[src/sv/assert_macros.svh]
// Assertion macros shared by the multiset RTL.
`ifndef ASSERT_MACROS_SVH
`define ASSERT_MACROS_SVH

// Check a condition at every clock edge outside reset.
`define OSM_ASSERT(label, cond, msg) \
  label: assert property (@(posedge clk) disable iff (rst) (cond)) else $error(msg);

// Check a consequence in the same cycle as its cause.
`define OSM_IMPLY(label, ante, cons, msg) \
  label: assert property (@(posedge clk) disable iff (rst) (ante) |-> (cons)) else $error(msg);

// Check a consequence in the cycle after its cause.
`define OSM_IMPLY_NEXT(label, ante, cons, msg) \
  label: assert property (@(posedge clk) disable iff (rst) (ante) |=> (cons)) else $error(msg);

`endif

[src/sv/osm_pkg.sv]
// Shared types, constants and sizing functions for the order-statistic multiset.
package osm_pkg;

  localparam int DATA_W       = 32;
  localparam int RANK_W       = 9;
  localparam int COUNT_OUT_W  = 9;
  localparam int CAPACITY_DEF = 256;

  // Read tree: 16-way OR per stage
  localparam int TREE_SHIFT = 4;
  localparam int TREE_FANIN = 1 << TREE_SHIFT;

  // Item modes
  localparam logic [1:0] MODE_INSERT = 2'd0;
  localparam logic [1:0] MODE_QUERY  = 2'd1;
  localparam logic [1:0] MODE_CLEAR  = 2'd2;

  // Control broadcast to every cell of the chain
  typedef struct packed {
    logic                     ins;
    logic signed [DATA_W-1:0] value;
    logic [RANK_W-1:0]        rank;
  } osm_cell_ctl_t;

  // Number of nodes at a given stage of the read tree
  function automatic int tree_nodes(input int leaves, input int level);
    int n;
    n = leaves;
    for (int l = 0; l <= level; l++) begin
      n = (n + TREE_FANIN - 1) >> TREE_SHIFT;
    end
    return n;
  endfunction

  // Number of registered stages down to a single root
  function automatic int tree_levels(input int leaves);
    int n;
    int l;
    n = leaves;
    l = 0;
    do begin
      n = (n + TREE_FANIN - 1) >> TREE_SHIFT;
      l++;
    end while (n > 1);
    return l;
  endfunction

endpackage

[src/sv/osm_cell.sv]
// One slot of the sorted chain: holds an entry and shifts on insert.
`include "assert_macros.svh"

module osm_cell #(
  parameter int CAPACITY = osm_pkg::CAPACITY_DEF,
  parameter int INDEX    = 0
) (
  input  logic                             clk,
  input  logic                             rst,
  input  osm_pkg::osm_cell_ctl_t           ctl,
  input  logic [$clog2(CAPACITY+1)-1:0]    count,
  input  logic signed [osm_pkg::DATA_W-1:0] prev_entry,
  input  logic                             prev_gt,
  output logic signed [osm_pkg::DATA_W-1:0] entry,
  output logic                             gt,
  output logic [osm_pkg::DATA_W-1:0]       leaf
);
  import osm_pkg::*;

  localparam int CW = $clog2(CAPACITY + 1);

  logic occ;
  logic at_tail;
  logic picked;

  // Slot holds a live entry / slot is the first free one
  assign occ     = CW'(INDEX) < count;
  assign at_tail = count == CW'(INDEX);

  // Entry lies above the incoming value
  assign gt = occ && ($signed(entry) > $signed(ctl.value));

  // Gate this entry onto the read tree when its rank is asked for
  assign picked = (32'(ctl.rank) == 32'(INDEX + 1));
  assign leaf   = picked ? entry : '0;

  // Shift up from the neighbor, or take the new value at the insertion point
  always_ff @(posedge clk) begin
    if (ctl.ins) begin
      if (prev_gt) begin
        entry <= prev_entry;
      end else if (gt || at_tail) begin
        entry <= ctl.value;
      end
    end
  end

  `OSM_IMPLY(a_sorted, occ && (INDEX > 0), $signed(prev_entry) <= $signed(entry), "cell out of order")
  `OSM_IMPLY_NEXT(a_hold, occ && !ctl.ins, $stable(entry), "live entry changed without insert")
  `OSM_IMPLY_NEXT(a_place, ctl.ins && at_tail && !prev_gt, entry == $past(ctl.value), "tail missed value")

endmodule

[config.mk]
export PLATFORM = sky130hd
export DESIGN_NAME = osm_cell
export DESIGN_NICKNAME = d
export VERILOG_FILES = /design/src/sv/osm_pkg.sv /design/src/sv/osm_cell.sv
export VERILOG_INCLUDE_DIRS = /design/src /design/src/sv
export SDC_FILE = /design/constraint.sdc
export NUM_CORES = 1
export LEC_CHECK = 0
export ABC_AREA = 1
export BUFFER_PORTS_ARGS = -buffer_cell sky130_fd_sc_hd__buf_2
export CAP_MARGIN = 5
export CORE_MARGIN = 3
export CORE_UTILIZATION = 30
export DETAILED_ROUTE_END_ITERATION = 16
export GPL_ROUTABILITY_DRIVEN = 1
export HOLD_SLACK_MARGIN = 0.03
export MAX_ROUTING_LAYER = met4
export SLEW_MARGIN = 20
export SYNTH_ARGS = -nofsm -noshare
export SYNTH_HDL_FRONTEND = slang
export SYNTH_SLANG_ARGS = --single-unit
[constraint.sdc]
create_clock -name clk -period 8.58 [get_ports clk]
set_input_delay 0.858 -clock clk [delete_from_list [all_inputs] [get_ports clk]]
set_output_delay 0.858 -clock clk [all_outputs]
set_load 0.02 [all_outputs]
**Word level (Yosys, flattened, before mapping)**

Cells that the tools add are included.

- Bits of input ports: 86
- Output and inout port bits: 65
- Flip-flop bits (word level): 32

- $lt $le $gt $ge: 2
- Reductions and logical operators: 5
- Multiplexer cells: 3
- Equality and inequality tests: 1

Operators by type and width:

| operator | number |
|---|---|
| $mux W32 | 3 |
| $gt A32 B32 Y1 | 1 |
| $eq A9 B1 Y1 const B | 1 |
| $logic_not A9 Y1 | 1 |
| $lt A1 B9 Y1 const A | 1 |
| $reduce_and A2 Y1 | 1 |
| $reduce_bool A2 Y1 | 1 |
| $logic_and A1 B1 Y1 | 1 |
| $logic_or A1 B1 Y1 | 1 |

**Logic depth before layout (Yosys ltp)**

Gate-level depths: netlist of run 1.

- Depth in word-level cells: 5
- Gate-level depth with buffers: 16
- Mapped depth without buffers: 16

**Least setup slack after synthesis of run 1**

Ideal clock, no wire load.

- Path type: in2reg
- Start: input ctl[40] in the netlist's numbering
- End: register entry[0] in the netlist's numbering (enable)
- Buffers on the path: 0
- Arrival time: 2863 ps
- Path slack: 5317 ps
- Stages: 10
- Setup time: 400 ps
- Path through: inv_1 -> ha_1 -> nand2_1 -> nor2_2 -> nand2_2 -> nor3b_2 -> nand2_1 -> nand3_1 -> nand3_2 -> a21oi_2

- Longest elaborated chain between the ends: 5

RTL lines:

| item | RTL line | source |
|---|---|---|
| start, declared | osm_cell.sv:10 | `input osm_pkg::osm_cell_ctl_t ctl,` |
| $gt A32 B32 Y1 | osm_cell.sv:31 | `assign gt = occ && ($signed(entry) > $signed(ctl.value));` |
| $logic_and A1 B1 Y1 | osm_cell.sv:31 |  |
| $logic_or A1 B1 Y1 | osm_cell.sv:42 | `end else if (gt \|\| at_tail) begin` |
| $reduce_bool A2 Y1 (no line) | - |  |
| $reduce_and A2 Y1 (no line) | - |  |
| end signal, assigned | osm_cell.sv:41 | `entry <= prev_entry;` |
| end signal, assigned | osm_cell.sv:43 | `entry <= ctl.value;` |
| end, declared | osm_cell.sv:14 | `output logic signed [osm_pkg::DATA_W-1:0] entry,` |

No other way between the ends.
A chain may end at the register's enable or synchronous reset.

**Worst setup path after layout of run 1**

- Start: input ctl[3] in the netlist's numbering
- End: output leaf[16] in the netlist's numbering

- Longest elaborated chain between the ends: 2

RTL lines:

| item | RTL line | source |
|---|---|---|
| $eq A9 B1 Y1 | osm_cell.sv:34 | `assign picked = (32'(ctl.rank) == 32'(INDEX + 1));` |
| $mux W32 | osm_cell.sv:35 | `assign leaf = picked ? entry : '0;` |
| end, declared | osm_cell.sv:16 | `output logic [osm_pkg::DATA_W-1:0] leaf` |

No other way between the ends.

==> results of run 1 <==
## logic make-up (layout without fill, tap and decap cells)
| group | count (synthesis) | in the layout | share of synthesized area |
|---|---|---|---|
| AND/OR/NAND/NOR | 124 | 124 | 0.207 |
| buffers and inverters | 84 | 233 | 0.127 |
| AO/OA/AOI/OAI | 52 | 52 | 0.111 |
| adder cells (fa/ha/maj) | 32 | 32 | 0.162 |
| flip-flops | 32 | 32 | 0.388 |
| multiplexers | 1 | 1 | 0.00455 |
## through the flow
step | hold WS, ns | cells | cell area (µm²)
3_5_place_dp | 1.14 | 568 | 3330
3_3_place_gp | 1.14 | 568 | 3330
4_1_cts | 0.846 | 575 | 3410
2_1_floorplan | 1.05 | 325 | 2470
6_report | 0.857 | 576 | 3440
5_1_grt | 0.858 | 576 | 3440
## cell usage after synthesis, types with 2 or more instances
cell type  instances  area, µm²
inv_1             72        270
nand2_1           64        240
nor2_1            41        154
edfxtp_1          32        961
ha_1              32        400
o21ai_0           22        110
a21oi_1           14       70.1
o21ai_1           11       55.1
clkbuf_1           8       30.0
nand3_1            5       25.0
nor3_1             3       15.0
nor4_1             3       18.8
buf_1              2       7.51
inv_2              2       7.51
nand2_2            2       12.5
nand4_1            2       12.5
## where the power goes
group          internal (mW)  total [mW]  switching (mW)
Sequential             0.192       0.202          0.0106
Clock                 0.0551       0.110          0.0546
Combinational         0.0546       0.134          0.0790
Total                  0.302       0.446           0.144
## final cells by class
cell class              instances  area [µm²]
fillers                       843        4410
flip-flops and latches         32         961
inverters                      74         278
clock inverters                 1        5.00
repair buffers                152         788
well taps                     102         128
multi-input cells             209        1210
clock buffers                   6        72.6
## final timing paths
kind | from | to | slack (ns)
worst min-delay path | prev_entry[15] | entry[15] | 0.86
worst max-delay path | ctl[3] | leaf[16] | 5.32
worst max register to register | entry[31] | entry[1] | 6.03
worst min register to register | entry[31] | entry[12] | 1.12
## per-layer routing
layer	wire, µm	part of all wire
met1	2890	0.44
met2	3190	0.49
met3	432	0.066
met4	53	0.0081
met5	0	0
## critical path, stage by stage
cell	delay (ns)
buf_2	0.10
nor4_1	0.25
nand4_1	0.48
buf_4	0.42
nor2_1	0.12
buf_2	0.17
==> out/summary.txt, run 1 <==
Vias in the first global route - 2503
Unrepaired setup endpoints after global routing - no
Req. time, crit path - 7.72 ns
Number of enable flip-flop cells after synthesis - 32
Die area - 9380 µm²
M2 GR Usage - 0.257
TritonCTS clock tree - done
HP Class - in2reg
CTS max path bufs - 2
Period minus WS final - 3.26 ns
Clock transition at the registers of the reported paths - 0.07 ns
Slew @ Worst Pin - 0.584 ns
Clock skew - 0.00657 ns
Final setup viols - 0
Worst VDD drop - 51.8 µV
Final GP Congestion - 0.801
CTS sink cnt - 32
DRC viols - 0
Setup tns final - 0 ns
Setup repair bufs after CTS - 0
Max-Slew Margin vs Limit - 0.611
Layout net count - 592
Most frequent cells in the layout - buf_2 (149), inv_1 (72), nand2_1 (64)
Critical Path Fanout Max - 21
FP Rows - 32
Final Hold Viols - 0
Design Power - 0.446 mW
Die width - 96.8 µm
Critical setup path kind - in2out
Leakage dissipation - 2.00 nW
Top flop regs - entry: 32 flops
Seq cells post-synth - 32
Skew-Pair Late Insertion Delay - 0.28 ns
Slew Limit Fails - 0
Pwr Density - 130 nW/µm²
Sequential share of the synthesized area - 0.388
Initial antenna violation count - 0
Post-layout util - 0.438
DR WL/cell - 11.4 µm
Global routing's busiest layer - met2
DR vias - 2492
Arr. time, crit path - 2.40 ns
Hold buffer count at cts - 0
Setup ws final - 5.32 ns
H-tree level count - 2
Synth Area per Inst - 7.61 µm²
Total Wirelength - 6570 µm
# diodes - 0
PortBufs - 149
Routed Antenna Nets - 0
CTS Buf Count - 5
Tot GR Track Use - 0.143
Top Ports - 151
Syn Nets - 443
Initial Util - 0.315
Worst setup SP type - primary input
Ys async rst share - 0
Post-cts sizing count - 0
Dpl ws - 5.09 ns
Detailed Routing Iterations Pass 1 - 4
Core footprint - 7850 µm²
Grt ovf - 0
Die height - 96.8 µm
Largest register FFs - 32
Vias per Instance - 4.33
Netlist Area Pre-Place - 2470 µm²
Status - complete, no violations
Fmax - 0.307 GHz
Yosys cell types - 26
Met3 Track Usage GR - 0.0339
Pin count of the biggest net entering global routing - 65
Detailed-placement wirelength estimate - 5280 µm
Wire length of the first global-routing pass - 11100 µm
CTS Root Cell - clkbuf_8
Crit end category - output port
Synth warnings - 0
Main synth FF type - edfxtp_1
Violation count after the first detailed-routing iteration - 18
MaxCap Viol Count - 0
Met1 Usage GRT - 0.163
Share of post-route cells with drive strength above 1 - 0.352
Commonest non-fill, non-tap cell in the layout - buf_2
Period utilisation layout - 0.380
Hold Path Depth - 3
Post-synthesis cell count - 325
Most flops, register - entry
Worst reg2reg path depth - 10
Layout Area Growth over Synthesis - 38.9%
Power figures use the tool's default switching activity.
==> inputs of run 2 (changes only) <==
==> constraint.sdc (replaced) <==
create_clock -name clk -period 2.9 [get_ports clk]
set_input_delay 0.29 -clock clk [delete_from_list [all_inputs] [get_ports clk]]
set_output_delay 0.29 -clock clk [all_outputs]
set_load 0.02 [all_outputs]
==> run 2 against run 1 <==
  * Total power grew to 2.9 times the previous value
  * Non-clock buffer count is 1 higher
  * Register-to-register slack worse by 5.4 ns
  * Worst hold slack worse by 0.57 ns
  * Count of clock-buffer cells in the layout stayed put
  * First-iteration DRC count grew to 3.1 times the previous value
  * Core utilization stayed put
  * Combinational power grew to 2.9 times the previous value
  * Global-route usage hardly changed
  * Via count hardly changed
  * Die area stayed put
  * Critical endpoint is now gt
  * Largest power group unchanged
==> out/summary.txt, run 2 (synthesized netlist as in run 1, its figures left out) <==
Setup repair bufs after CTS - 0
Setup ws final - 0.530 ns
CTS max path bufs - 2
Critical path's top delay family - simple AND/OR/NAND/NOR gates
Post-cts sizing count - 0
Hold buffer count at cts - 0
Final GP Congestion - 0.788
Critical setup path kind - reg2out
Die height - 96.8 µm
Detailed Routing Iterations Pass 1 - 4
Pwr Density - 382 nW/µm²
Most frequent cells in the layout - buf_2 (149), inv_1 (72), nand2_1 (64)
Post-route design area - 3440 µm²
Wire length of the first global-routing pass - 10900 µm
Clock skew - 0.00451 ns
CP most frequent cell - nand2_1
Vias per Instance - 4.32
RR Startpoint - entry[31]
Slowest cell on crit path - edfxtp_1
Vias in the first global route - 2501
Reg2reg end - entry[3]
H-tree level count - 2
Die area - 9380 µm²
Slew @ Worst Pin - 0.420 ns
FP Rows - 32
Critical Path Fanout Max - 4
Initial Util - 0.315
Largest register FFs - 32
Arr. time, crit path - 2.08 ns
PortBufs - 149
Hold Path Sink - entry[17]
Worst reg2reg path depth - 10
Hold Path Depth - 3
Die width - 96.8 µm
Final setup viols - 0
Pin count of the biggest net entering global routing - 33
Detailed-placement wirelength estimate - 5430 µm
Top Ports - 151
Violation count after the first detailed-routing iteration - 56
Worst path cell trace - ha_1 > nand2_1 > nor2_2 > nand2_2 > nor3b_2 > nand2_1 > nand3_1 > nand3_2 > inv_1 > buf_2
Skew-Pair Late Insertion Delay - 0.28 ns
Initial antenna violation count - 0
Grt ovf - 0
Req. time, crit path - 2.61 ns
Status - complete, no violations
Beginning of the worst hold path - prev_entry[17]
Slew Limit Fails - 0
Reg2reg setup slack - 0.63 ns
Layout Area Growth over Synthesis - 38.9%
# diodes - 0
Core footprint - 7850 µm²
TritonCTS clock tree - done
Dpl ws - 0.580 ns
Final Hold Viols - 0
MaxCap Viol Count - 0
Worst VDD drop - 203 µV
Max-Slew Margin vs Limit - 0.720
DR vias - 2493
Hold_ws - 0.283 ns
Period utilisation layout - 0.817
DP Area - 3360 µm²
Crit end category - output port
Worst Path Buf+Inv - 2
CTS sink cnt - 32
Top flop regs - entry: 32 flops
Layout net count - 593
CP peak stage delay - 0.42 ns
DR WL/cell - 11.4 µm
CTS Buf Count - 5
Total Wirelength - 6560 µm
HP Class - in2reg
CTS Root Cell - clkbuf_8
Post-layout util - 0.438
Routed Antenna Nets - 0
Clock transition at the registers of the reported paths - 0.06 ns
Setup tns final - 0 ns
Period minus WS final - 2.37 ns
DRC viols - 0
Fmax - 0.422 GHz
Leakage dissipation - 2.00 nW
Worst setup SP type - flop
Unrepaired setup endpoints after global routing - no
Tot GR Track Use - 0.143
Most flops, register - entry
Commonest non-fill, non-tap cell in the layout - buf_2
Share of post-route cells with drive strength above 1 - 0.354
run 2: cell count changes in the layout (fill, tap and decap cells not counted), sizes merged:
| cell | before | now |
|---|---|---|
| buf | 152 | 153 |
run 2: through the flow:
step                      cells  power [mW]
final                       577        1.31
after global routing        577        1.41
after CTS                   577        1.34
after detailed placement    570        1.01
after global placement      570        1.00
after floorplan             325       0.850
run 2: power breakdown:
| group | total [mW] | internal [mW] | switching [mW] | leakage, nW |
|---|---|---|---|---|
| combinational | 0.393 | 0.160 | 0.233 | 1.65 |
| clock | 0.322 | 0.163 | 0.159 | 0.0410 |
| sequential | 0.600 | 0.568 | 0.0321 | 0.311 |
run 2: worst max path at each step:
| stage | startpoint | to | slack, ns | cells after the start |
|---|---|---|---|---|
| after floorplan | entry[31] | entry[0] | 0.35 | 9 |
| after global placement | entry[31] | entry[29] | 0.63 | 10 |
| after detailed placement | entry[31] | entry[29] | 0.58 | 10 |
| after CTS | entry[31] | gt | 0.46 | 10 |
| after global routing | entry[11] | gt | 0.26 | 10 |
| final | entry[31] | gt | 0.53 | 10 |
run 2: worst reg2reg max path, delay by kind of cell (launching register included):
family | cells | cell delay [ns]
adder cells (fa/ha/maj) | 1 | 0.37
flip-flops | 1 | 0.42
AND/OR/NAND/NOR | 7 | 0.80
AO/OA/AOI/OAI | 1 | 0.16
buffers and inverters | 1 | 0.23
run 2: layer usage:
metal  GRT usage  wire length [µm]
met1       0.164              2780
met2       0.245              3200
met3      0.0382               489
met4      0.0432                89
met5           -                 0
run 2: final cells by class:
type | instances | area, µm²
Tap cell | 102 | 128
Timing Repair Buffer | 153 | 788
Fill cell | 832 | 4410
Sequential cell | 32 | 961
Clock inverter | 1 | 5.00
Multi-Input combinational cell | 209 | 1210
Inverter | 74 | 278
Clock buffer | 6 | 72.6
